## config.mk

```make
export PLATFORM = sky130hd
export DESIGN_NAME = sprite_animation_sequencer
export DESIGN_NICKNAME = d
export VERILOG_FILES = /design/src/sas_pkg.sv /design/src/sas_tables.sv /design/src/sas_engine.sv /design/src/sprite_animation_sequencer.sv
export SDC_FILE = /design/constraint.sdc
export NUM_CORES = 2
export LEC_CHECK = 0
export BUFFER_PORTS_ARGS = -buffer_cell sky130_fd_sc_hd__buf_2
export CORE_MARGIN = 1
export CORE_UTILIZATION = 65
export CTS_BUF_LIST = sky130_fd_sc_hd__clkbuf_8
export CTS_CLUSTER_DIAMETER = 60
export DETAILED_ROUTE_END_ITERATION = 6
export PLACE_DENSITY = 0.9
export SETUP_SLACK_MARGIN = 0.1
export SYNTH_ARGS = -nofsm -noshare
export SYNTH_HDL_FRONTEND = slang
export SYNTH_SLANG_ARGS = --single-unit
```

## constraint.sdc

```tcl
create_clock -name clk -period 7.63 [get_ports clk]
set_input_delay 0.763 -clock clk [delete_from_list [all_inputs] [get_ports clk]]
set_output_delay 0.763 -clock clk [all_outputs]
set_load 0.01 [all_outputs]
```

## src/sas_pkg.sv

```systemverilog
package sas_pkg;

    // Defaults and fixed sizes
    localparam int NUM_STATES_DEF = 16;
    localparam int MAX_FRAMES     = 64;
    localparam int STATE_SPAN     = 16;   // ids reachable through a 4-bit state number
    localparam int REWIND_W       = 16;
    localparam int IN_DATA_W      = 72;
    localparam int OUT_DATA_W     = 24;
    localparam int CMD_W          = 2;

    localparam logic [6:0]        FRAME_CAP = 7'(MAX_FRAMES);
    localparam logic signed [4:0] NO_STATE  = -5'sd1;

    typedef enum logic [CMD_W-1:0] {
        CMD_TICK   = 2'd0,
        CMD_CHANGE = 2'd1,
        CMD_DEFINE = 2'd2,
        CMD_REWIND = 2'd3
    } sas_cmd_t;

    // Stored animation-state descriptor
    typedef struct packed {
        logic [15:0]        frame_interval;
        logic signed [15:0] rep_total;
        logic               ping_pong;
        logic signed [4:0]  follow_state;
        logic [6:0]         frame_total;
        logic [5:0]         head_frame;
    } sas_desc_t;

    // One input item
    typedef struct packed {
        sas_cmd_t           command;
        logic [3:0]         state_id;
        logic [15:0]        frame_interval;
        logic signed [15:0] repeat_total;
        logic               ping_pong;
        logic signed [4:0]  follow_state;
        logic [6:0]         frame_total;
        logic [5:0]         head_frame;
        logic [15:0]        rewind_set;
    } sas_item_t;

    // One result item
    typedef struct packed {
        logic signed [4:0] shown_state;
        logic signed [4:0] pending_state;
        logic [5:0]        frame_index;
        logic              finished;
        logic              bad_state;
    } sas_result_t;

    // Table write request from the engine
    typedef struct packed {
        logic                desc_en;
        logic                rew_en;
        logic [3:0]          slot;
        sas_desc_t           desc;
        logic [REWIND_W-1:0] rew;
    } sas_wr_t;

endpackage

```

## src/sas_tables.sv

```systemverilog
module sas_tables
    import sas_pkg::*;
#(
    parameter int NUM_STATES = NUM_STATES_DEF
)
(
    input  logic                clk,
    input  logic                rst_n,
    input  sas_wr_t             wr,
    input  logic [3:0]          rd_state,
    output logic                rd_defined,
    output sas_desc_t           rd_desc,
    output logic [REWIND_W-1:0] rd_rewind
);

    localparam int NUM_SLOTS = (NUM_STATES < STATE_SPAN) ? NUM_STATES : STATE_SPAN;
    localparam int IDX_W     = (NUM_SLOTS > 1) ? $clog2(NUM_SLOTS) : 1;

    sas_desc_t           desc_reg  [NUM_SLOTS];
    logic [REWIND_W-1:0] rew_reg   [NUM_SLOTS];
    logic [NUM_SLOTS-1:0] valid_reg;

    logic             wr_hit;
    logic [IDX_W-1:0] wr_idx;
    logic             rd_hit;
    logic [IDX_W-1:0] rd_idx;

    // Slot decode; slots past the table count as undefined
    assign wr_hit = int'(wr.slot) < NUM_SLOTS;
    assign wr_idx = wr.slot[IDX_W-1:0];
    assign rd_hit = int'(rd_state) < NUM_SLOTS;
    assign rd_idx = rd_state[IDX_W-1:0];

    // Descriptor storage, no reset; valid bits mark written slots
    always_ff @(posedge clk)
    begin
        if (wr.desc_en && wr_hit)
        begin
            desc_reg[wr_idx] <= wr.desc;
        end
    end

    always_ff @(posedge clk or negedge rst_n)
    begin
        if (!rst_n)
        begin
            valid_reg <= '0;
            for (int i = 0; i < NUM_SLOTS; i++)
            begin
                rew_reg[i] <= '0;
            end
        end
        else
        begin
            if (wr.desc_en && wr_hit)
            begin
                valid_reg[wr_idx] <= 1'b1;
            end
            if (wr.rew_en && wr_hit)
            begin
                rew_reg[wr_idx] <= wr.rew;
            end
        end
    end

    // Single read port
    assign rd_defined = rd_hit && valid_reg[rd_idx];
    assign rd_desc    = rd_hit ? desc_reg[rd_idx] : '0;
    assign rd_rewind  = rd_hit ? rew_reg[rd_idx] : '0;

endmodule

```

## src/sas_engine.sv

```systemverilog
module sas_engine
    import sas_pkg::*;
(
    input  logic                clk,
    input  logic                rst_n,
    input  logic                fire,
    input  sas_item_t           item,
    output logic [3:0]          rd_state,
    input  logic                rd_defined,
    input  sas_desc_t           rd_desc,
    input  logic [REWIND_W-1:0] rd_rewind,
    output sas_wr_t             wr,
    output sas_result_t         result
);

    // Sequencer state, with local copies of the running and awaited descriptors
    typedef struct packed {
        logic signed [4:0]   active;
        logic signed [4:0]   awaited;
        logic [6:0]          pos;
        logic [15:0]         wait_cnt;
        logic signed [15:0]  reps;
        logic                backward;
        logic                head_passed;
        logic                done;
        sas_desc_t           cur_desc;
        logic [REWIND_W-1:0] cur_rew;
        sas_desc_t           await_desc;
        logic [REWIND_W-1:0] await_rew;
    } sas_state_t;

    localparam sas_state_t RESET_STATE = '{
        active:      NO_STATE,
        awaited:     NO_STATE,
        pos:         '0,
        wait_cnt:    '0,
        reps:        '0,
        backward:    1'b0,
        head_passed: 1'b0,
        done:        1'b0,
        cur_desc:    '0,
        cur_rew:     '0,
        await_desc:  '0,
        await_rew:   '0
    };

    sas_state_t        st_reg;
    sas_state_t        st_next;
    sas_state_t        st_tick;
    sas_state_t        req_base;
    sas_state_t        req_st;
    logic              req_ok;
    logic              fin;
    logic              bad;
    logic signed [8:0] ni;
    logic signed [8:0] pos_s;
    logic signed [8:0] total_s;
    logic signed [8:0] head_s;
    logic [6:0]        def_total;
    logic [5:0]        def_head;
    sas_desc_t         def_desc;

    function automatic sas_state_t enter_state(
        input sas_state_t          st,
        input logic [3:0]          tgt,
        input sas_desc_t           d,
        input logic [REWIND_W-1:0] rew
    );
        sas_state_t r;
        r             = st;
        r.active      = $signed({1'b0, tgt});
        r.awaited     = NO_STATE;
        r.head_passed = 1'b0;
        r.pos         = '0;
        r.backward    = 1'b0;
        r.done        = 1'b0;
        r.reps        = d.rep_total;
        r.wait_cnt    = d.frame_interval;
        r.cur_desc    = d;
        r.cur_rew     = rew;
        return r;
    endfunction

    // Change request; returns 0 for an undefined target unless awaiting or in it
    function automatic logic request_change(
        input  sas_state_t          st,
        input  logic [3:0]          tgt,
        input  logic                tgt_def,
        input  sas_desc_t           d,
        input  logic [REWIND_W-1:0] rew,
        output sas_state_t          r
    );
        logic rewind;
        logic ok;
        r      = st;
        ok     = 1'b1;
        rewind = 1'b0;
        if (st.awaited != NO_STATE || st.active == $signed({1'b0, tgt}))
        begin
            ok = 1'b1;
        end
        else if (!tgt_def)
        begin
            ok = 1'b0;
        end
        else
        begin
            if (!st.active[4])
            begin
                rewind = st.cur_rew[tgt];
            end
            if (!rewind || st.pos == '0)
            begin
                r = enter_state(st, tgt, d, rew);
            end
            else
            begin
                r.awaited     = $signed({1'b0, tgt});
                r.await_desc  = d;
                r.await_rew   = rew;
                r.wait_cnt    = d.frame_interval;
                r.head_passed = (st.pos <= {1'b0, d.head_frame}) || d.ping_pong;
            end
        end
        return ok;
    endfunction

    // Descriptor as written by a define item: clamp frame count and head
    always_comb
    begin
        def_total = (item.frame_total > FRAME_CAP) ? FRAME_CAP : item.frame_total;
        if ({1'b0, item.head_frame} >= def_total)
        begin
            def_head = (def_total == '0) ? '0 : 6'(def_total - 7'd1);
        end
        else
        begin
            def_head = item.head_frame;
        end
        def_desc.frame_interval = item.frame_interval;
        def_desc.rep_total      = item.repeat_total;
        def_desc.ping_pong      = item.ping_pong;
        def_desc.follow_state   = item.follow_state;
        def_desc.frame_total    = def_total;
        def_desc.head_frame     = def_head;
    end

    // Table traffic: one lookup, one write
    assign rd_state = (item.command == CMD_CHANGE) ? item.state_id
                                                   : st_reg.cur_desc.follow_state[3:0];

    always_comb
    begin
        wr.desc_en = fire && (item.command == CMD_DEFINE);
        wr.rew_en  = fire && (item.command == CMD_REWIND);
        wr.slot    = item.state_id;
        wr.desc    = def_desc;
        wr.rew     = item.rewind_set;
    end

    // One animation tick
    always_comb
    begin
        st_tick = st_reg;
        fin     = 1'b0;
        pos_s   = $signed({2'b00, st_reg.pos});
        total_s = $signed({2'b00, st_reg.cur_desc.frame_total});
        head_s  = $signed({3'b000, st_reg.cur_desc.head_frame});
        ni      = '0;
        if (!st_reg.active[4])
        begin
            if (st_reg.awaited != NO_STATE)
            begin
                // wrap to the head if needed, then rewind to frame 0 and switch
                if (st_reg.wait_cnt != '0)
                begin
                    st_tick.wait_cnt = st_reg.wait_cnt - 16'd1;
                end
                else if (st_reg.head_passed)
                begin
                    if (st_reg.pos == '0)
                    begin
                        st_tick = enter_state(st_reg, st_reg.awaited[3:0],
                                              st_reg.await_desc, st_reg.await_rew);
                    end
                    else
                    begin
                        st_tick.pos      = st_reg.pos - 7'd1;
                        st_tick.wait_cnt = st_reg.cur_desc.frame_interval;
                    end
                end
                else if ({1'b0, st_reg.pos} + 8'd1 >= {1'b0, st_reg.cur_desc.frame_total})
                begin
                    st_tick.pos         = {1'b0, st_reg.cur_desc.head_frame};
                    st_tick.head_passed = 1'b1;
                end
                else
                begin
                    st_tick.pos = st_reg.pos + 7'd1;
                end
            end
            else if (!st_reg.done)
            begin
                if (st_reg.wait_cnt != '0)
                begin
                    st_tick.wait_cnt = st_reg.wait_cnt - 16'd1;
                end
                else
                begin
                    ni = st_reg.backward ? pos_s - 9'sd1 : pos_s + 9'sd1;
                    if (ni >= total_s)
                    begin
                        // ran off the end
                        ni = ni - 9'sd1;
                        if (ni < 9'sd0)
                        begin
                            ni = '0;
                        end
                        if (st_reg.cur_desc.ping_pong)
                        begin
                            st_tick.backward = 1'b1;
                            if (ni > 9'sd0)
                            begin
                                ni = ni - 9'sd1;
                            end
                            st_tick.wait_cnt = st_reg.cur_desc.frame_interval;
                        end
                        else if (st_reg.reps != '0)
                        begin
                            if (!st_reg.reps[15])
                            begin
                                st_tick.reps = st_reg.reps - 16'sd1;
                            end
                            ni               = head_s;
                            st_tick.wait_cnt = st_reg.cur_desc.frame_interval;
                        end
                        else
                        begin
                            fin = 1'b1;
                        end
                    end
                    else if (st_reg.head_passed && ni < head_s)
                    begin
                        // came back below the head on the way down
                        ni = head_s;
                        if (st_reg.reps != '0)
                        begin
                            if (!st_reg.reps[15])
                            begin
                                st_tick.reps = st_reg.reps - 16'sd1;
                            end
                            st_tick.backward = 1'b0;
                            ni               = ni + 9'sd1;
                            if (ni >= total_s)
                            begin
                                ni = '0;
                            end
                            st_tick.wait_cnt = st_reg.cur_desc.frame_interval;
                        end
                        else
                        begin
                            fin = 1'b1;
                        end
                    end
                    else
                    begin
                        if (ni < 9'sd0)
                        begin
                            ni = '0;
                        end
                        st_tick.wait_cnt = st_reg.cur_desc.frame_interval;
                        if (!st_reg.head_passed && ni >= head_s)
                        begin
                            st_tick.head_passed = 1'b1;
                        end
                    end
                    st_tick.pos = ni[6:0];
                end
            end
        end
    end

    // Shared change request: from a change item or from the end of a state
    always_comb
    begin
        req_base = (item.command == CMD_CHANGE) ? st_reg : st_tick;
        req_ok   = request_change(req_base, rd_state, rd_defined, rd_desc, rd_rewind, req_st);
    end

    // Next state per command
    always_comb
    begin
        st_next = st_reg;
        bad     = 1'b0;
        case (item.command)
            CMD_TICK:
            begin
                st_next = st_tick;
                if (fin)
                begin
                    if (st_reg.cur_desc.follow_state[4])
                    begin
                        st_next.done = 1'b1;
                    end
                    else if (req_ok)
                    begin
                        st_next = req_st;
                    end
                    else
                    begin
                        st_next.done = 1'b1;
                        bad          = 1'b1;
                    end
                end
            end
            CMD_CHANGE:
            begin
                if (req_ok)
                begin
                    st_next = req_st;
                end
                else
                begin
                    bad = 1'b1;
                end
            end
            CMD_DEFINE:
            begin
                // redefinition applies at once to the running and awaited copies
                if (st_reg.active == $signed({1'b0, item.state_id}))
                begin
                    st_next.cur_desc = def_desc;
                end
                if (st_reg.awaited == $signed({1'b0, item.state_id}))
                begin
                    st_next.await_desc = def_desc;
                end
            end
            CMD_REWIND:
            begin
                if (st_reg.active == $signed({1'b0, item.state_id}))
                begin
                    st_next.cur_rew = item.rewind_set;
                end
                if (st_reg.awaited == $signed({1'b0, item.state_id}))
                begin
                    st_next.await_rew = item.rewind_set;
                end
            end
            default:
            begin
                st_next = st_reg;
            end
        endcase
    end

    always_ff @(posedge clk or negedge rst_n)
    begin
        if (!rst_n)
        begin
            st_reg <= RESET_STATE;
        end
        else if (fire)
        begin
            st_reg <= st_next;
        end
    end

    // Result reflects the state after this item
    always_comb
    begin
        result.shown_state   = st_next.active;
        result.pending_state = st_next.awaited;
        result.frame_index   = st_next.pos[5:0];
        result.finished      = st_next.done;
        result.bad_state     = bad;
    end

endmodule

```

## src/sprite_animation_sequencer.sv

```systemverilog
// Sprite animation sequencer: frame sequencer for one animated sprite.
// Input stream s_*: one command per transaction (tuser = command: tick,
// change state, define descriptor, define back-to set); tdata carries the
// state number and descriptor fields. Output stream m_*: exactly one result
// transaction per input transaction, in order, with the current state,
// pending state, frame index, finished and bad-state flags.
// An accepted item is held in the input register, then one pass of sequencer
// logic writes its result into the result register.
// Throughput: 1 item per cycle while m_tready is high; the descriptor table
// is read at one slot per item and the sequencer state updates in that same
// cycle.
// When m_tready is low the result register holds its transaction; at most one
// more item is taken into the input register, then s_tready drops until the
// result is taken.
// Reset (rst_n low, asynchronous) clears all descriptor slots to undefined,
// all back-to sets to zero, and the sequencer to no state and frame 0. No
// clearing pass: the block takes items from the first cycle after reset.
module sprite_animation_sequencer
    import sas_pkg::*;
#(
    parameter int NUM_STATES = NUM_STATES_DEF
)
(
    input  logic                  clk,
    input  logic                  rst_n,
    input  logic                  s_tvalid,
    output logic                  s_tready,
    // [3:0] state_id, [19:4] frame_interval, [35:20] repeat_total, [36] ping_pong,
    // [41:37] follow_state, [48:42] frame_total, [54:49] head_frame,
    // [70:55] rewind_set, [71] zero
    input  logic [IN_DATA_W-1:0]  s_tdata,
    // [1:0] command
    input  logic [CMD_W-1:0]      s_tuser,
    output logic                  m_tvalid,
    input  logic                  m_tready,
    // [4:0] shown_state, [9:5] pending_state, [15:10] frame_index,
    // [16] finished, [17] bad_state, [23:18] zero
    output logic [OUT_DATA_W-1:0] m_tdata
);

    logic                in_vld_reg;
    logic                in_vld_next;
    sas_item_t           in_item_reg;
    logic                out_vld_reg;
    logic                out_vld_next;
    sas_result_t         out_res_reg;
    logic                s_accept;
    logic                advance;
    sas_item_t           in_item;
    sas_result_t         result;
    sas_wr_t             wr;
    logic [3:0]          rd_state;
    logic                rd_defined;
    sas_desc_t           rd_desc;
    logic [REWIND_W-1:0] rd_rewind;

    // Unpack the input transaction
    always_comb
    begin
        in_item.command        = sas_cmd_t'(s_tuser);
        in_item.state_id       = s_tdata[3:0];
        in_item.frame_interval = s_tdata[19:4];
        in_item.repeat_total   = $signed(s_tdata[35:20]);
        in_item.ping_pong      = s_tdata[36];
        in_item.follow_state   = $signed(s_tdata[41:37]);
        in_item.frame_total    = s_tdata[48:42];
        in_item.head_frame     = s_tdata[54:49];
        in_item.rewind_set     = s_tdata[70:55];
    end

    // Handshake: item moves on when the result register is free or draining
    assign advance  = in_vld_reg && (!out_vld_reg || m_tready);
    assign s_tready = !in_vld_reg || advance;
    assign s_accept = s_tvalid && s_tready;

    always_comb
    begin
        in_vld_next = in_vld_reg;
        if (s_accept)
        begin
            in_vld_next = 1'b1;
        end
        else if (advance)
        begin
            in_vld_next = 1'b0;
        end
        out_vld_next = out_vld_reg;
        if (advance)
        begin
            out_vld_next = 1'b1;
        end
        else if (m_tready)
        begin
            out_vld_next = 1'b0;
        end
    end

    always_ff @(posedge clk or negedge rst_n)
    begin
        if (!rst_n)
        begin
            in_vld_reg  <= 1'b0;
            out_vld_reg <= 1'b0;
        end
        else
        begin
            in_vld_reg  <= in_vld_next;
            out_vld_reg <= out_vld_next;
        end
    end

    // Payload registers
    always_ff @(posedge clk)
    begin
        if (s_accept)
        begin
            in_item_reg <= in_item;
        end
        if (advance)
        begin
            out_res_reg <= result;
        end
    end

    sas_tables #(
        .NUM_STATES (NUM_STATES)
    ) u_tables (
        .clk        (clk),
        .rst_n      (rst_n),
        .wr         (wr),
        .rd_state   (rd_state),
        .rd_defined (rd_defined),
        .rd_desc    (rd_desc),
        .rd_rewind  (rd_rewind)
    );

    sas_engine u_engine (
        .clk        (clk),
        .rst_n      (rst_n),
        .fire       (advance),
        .item       (in_item_reg),
        .rd_state   (rd_state),
        .rd_defined (rd_defined),
        .rd_desc    (rd_desc),
        .rd_rewind  (rd_rewind),
        .wr         (wr),
        .result     (result)
    );

    // Pack the output transaction
    assign m_tvalid = out_vld_reg;
    assign m_tdata  = {6'b000000,
                       out_res_reg.bad_state,
                       out_res_reg.finished,
                       out_res_reg.frame_index,
                       out_res_reg.pending_state,
                       out_res_reg.shown_state};

endmodule

```

==> results_dict.tcl <==
set metrics [dict create \
    largest_register_ff_count 816 \
    cts_tree "yes" \
    cap_violations 0 \
    setup_viol 0 \
    vias 47800 \
    clock_path_buffers 3 \
    synthSimpleGateAreaFrac_pct 8.92 \
    p_int_mw 13.6 \
    core.rowCount 114 \
    gp_congestion 1.06 \
    ys_seq_elements 1351 \
    synth_compound_area_share_pct 10.5 \
    fin_total_pwr_mw 20.8 \
    hpwl_um 117000 \
    root_buffer "clkbuf_8" \
    hold_viol_final 0 \
    post-route-min-period_ns 7.02 \
    core_sq_mm 0.0969 \
    crit_arrival_ns 7.80 \
    hold_buffers 69 \
    synthArstFlopShare_pct 32.9 \
    finalWirelength_um 199000 \
    ant_nets 0 \
    cts_resized 0 \
    leakage_nw 26.3 \
    ys_seq_area_share_pct 60.3 \
    dieArea_sq_mm 0.0992 \
    drv_slew 0 \
    synth_xor_area_share_pct 0.543 \
    clock_sinks 1351 \
    clk-insertion-delay-late_ns 0.94 \
    cts_buffers 206 \
    die_h_um 315 \
    fin_setup_tns_ns 0 \
    synth.most_common_cell "edfxtp_1" \
    grt_first_pass_wirelength_um 294000 \
    synth_cell_types 98 \
    violations "DRC" \
    final_area_sq_mm 0.0705 \
    fmax_ghz 0.142 \
    synth_top_cell_area_share_pct 42.8 \
    rsz0062_at_grt "false" \
    hold_path_class "primary input to flop" \
    layout-drive-gt1-share_pct 22.7 \
    synth-adder-area-share_pct 1.12 \
    r2r_slack_ns 0.61 \
    placed_area_sq_mm 0.0657 \
    grt_max_degree 156 \
    r2r_cells 23 \
    drc 52 \
    finalCritPeriodShare_pct 92.0 \
    clk_pin_slew_ns 0.07 \
    initial_core_util_pct 65.7 \
    pwr-share-seq_pct 42.9 \
    first_iter_violations 8988 \
    cts_setup_buffers 0 \
    ys_top_cells_by_count "edfxtp_1, nand2_1, dfrtp_1" \
    grt_use_total_pct 40.5 \
    syn_area_sq_mm 0.0636 \
    max_slew_margin_pct 2.46 \
    synthTopCellsByArea "edfxtp_1, dfrtp_1, mux4_2, mux2_2, nand2_1" \
    cp-end-kind "flop" \
    vias_per_cell 7.46 \
    ir_drop_v 0.000198 \
    wl_per_cell_um 31.1 \
    ioPinCount 104 \
    pwr_density_cell_mw_per_mm2 296 \
    worst_slew_pin_slew_ns 1.46 \
    area_delta_synth_final_pct 10.7 \
    synth_top_cell_by_area "edfxtp_1" \
    switching_share_pct 34.8 \
    synth-edff-count 907 \
    path_max_fanout 36 \
    die_w_um 315 \
    syn_inst 4800 \
    antenna_found_initial 9 \
    outcome "finished with violations" \
    power.switching_mw 7.25 \
    synthMuxAreaShare_pct 15.9 \
    dr.pass1.iters 7 \
    synth_area_per_cell_sq_um 13.3 \
    synth_top_family_by_area "multiplexers" \
    overflow 0 \
    holdPathStages 1 \
    finalClockSkew_ns 0.0705 \
    clock_power_share_pct 28.7 \
    synthFlopType "edfxtp_1" \
    crit_type "flop to flop" \
    nets 5084 \
    io_buffers 96 \
    p_comb_share_pct 28.4 \
    yosysWarnings 0 \
    h-tree-depth 4 \
    required_ns 8.41 \
    grt_pass1_vias 48000 \
    cp-start-kind "flop" \
]
## cells by family (layout without fill, tap and decap cells)
| family | Yosys count | in the layout |
|---|---|---|
| buf+inv | 440 | 756 |
| fa+ha+maj | 57 | 57 |
| other cells | 1 | 16 |
| xor+xnor | 37 | 37 |
| simple gates | 1252 | 1252 |
| mux | 635 | 635 |
| flops | 1351 | 1351 |
| compound gates | 1027 | 1027 |
## per-stage QoR
stage                     cells  util [%]  hold WS, ns  worst slack (ns)
final                      6407      72.8       0.0851             0.612
after global placement     5948      67.8        0.448              1.04
after detailed placement   5948      67.8        0.448              1.04
after CTS                  6397      72.7      0.00657             0.950
after global routing       6402      72.8       0.0287             0.312
after floorplan            4805         -        0.434              1.41
## path summary, 6_finish.rpt
path / to / from
hold / removal: in_item_reg[65] / s_tdata[18]
min in group asynchronous: u_tables.rew_reg[145] / rst_n
max in group asynchronous: u_engine.st_reg[168] / rst_n
setup reg to reg: u_engine.st_reg[124] / u_engine.pos_s[1]
setup / recovery: u_engine.st_reg[124] / u_engine.pos_s[1]
hold reg to reg: u_tables.valid_reg[14] / u_tables.valid_reg[14]
## power groups by stage
stage | Combinational [mW] | Clock (mW) | Sequential, mW
2_1_floorplan | 3.99 | 0 | 8.74
3_3_place_gp | 5.43 | 0 | 8.97
3_5_place_dp | 5.59 | 0 | 9.02
4_1_cts | 5.68 | 5.98 | 8.89
5_1_grt | 6.21 | 6.30 | 8.97
6_report | 5.91 | 5.98 | 8.94
## metal layers
layer,share of wire [%],track usage [%],up-vias
met4,7.1,26.4,6
met2,45,60.0,4636
met1,33,51.4,23100
met3,15,13.6,1287
li1,-,-,18800
met5,0.016,0,-
## critical path: stages, from the launching register on
cell,delay [ns]
dfrtp_1,0.56
inv_1,0.09
ha_1,0.42
xnor2_1,0.34
ha_1,0.32
nand2_1,0.20
nor4_2,0.49
a21oi_1,0.25
nand2b_1,0.25
ha_1,0.26
inv_1,0.07
nor2_1,0.17
a31oi_1,0.11
o31a_1,0.24
a21boi_0,0.18
o311a_1,0.16
o21ai_1,0.16
a31oi_1,0.46
o31ai_1,0.30
o31a_2,0.45
nor2_2,0.32
buf_12,0.27
a2111oi_0,0.15
o41ai_1,0.59
## cell type report
cell class / count / area (sq um)
antenna: 10 / 25.0
fill: 5596 / 26400
tap: 1276 / 1600
inverter: 69 / 259
timing repair buffer: 307 / 2320
sequential: 1351 / 38400
multi-input combinational: 3014 / 23900
clock buffer: 222 / 3060
clock inverter: 158 / 1010
## layout by cell type, fill, tap and decap left out, types with 27 or more instances in the layout
cell type / Yosys / layout
nand2b_1: 28 / 27
mux2_2: 266 / 262
buf_4: 12 / 136
mux4_2: 274 / 274
or2_2: 32 / 32
o21ai_0: 240 / 240
buf_2: 35 / 95
dlygate4sd3_1: 0 / 69
a31oi_1: 99 / 99
mux2i_1: 95 / 93
o211ai_1: 29 / 29
clkinv_2: 0 / 27
nand2_1: 596 / 595
inv_1: 66 / 129
nand3_1: 59 / 59
o22ai_1: 27 / 27
edfxtp_1: 907 / 907
dfrtp_1: 434 / 434
nor3_1: 92 / 80
a21oi_1: 245 / 245
clkinv_1: 3 / 43
a211oi_1: 34 / 34
a22oi_1: 45 / 45
and3_1: 93 / 93
nor2_1: 235 / 218
clkbuf_8: 0 / 222
ha_1: 57 / 55
Note: power is estimated with default switching activity, not from simulation.
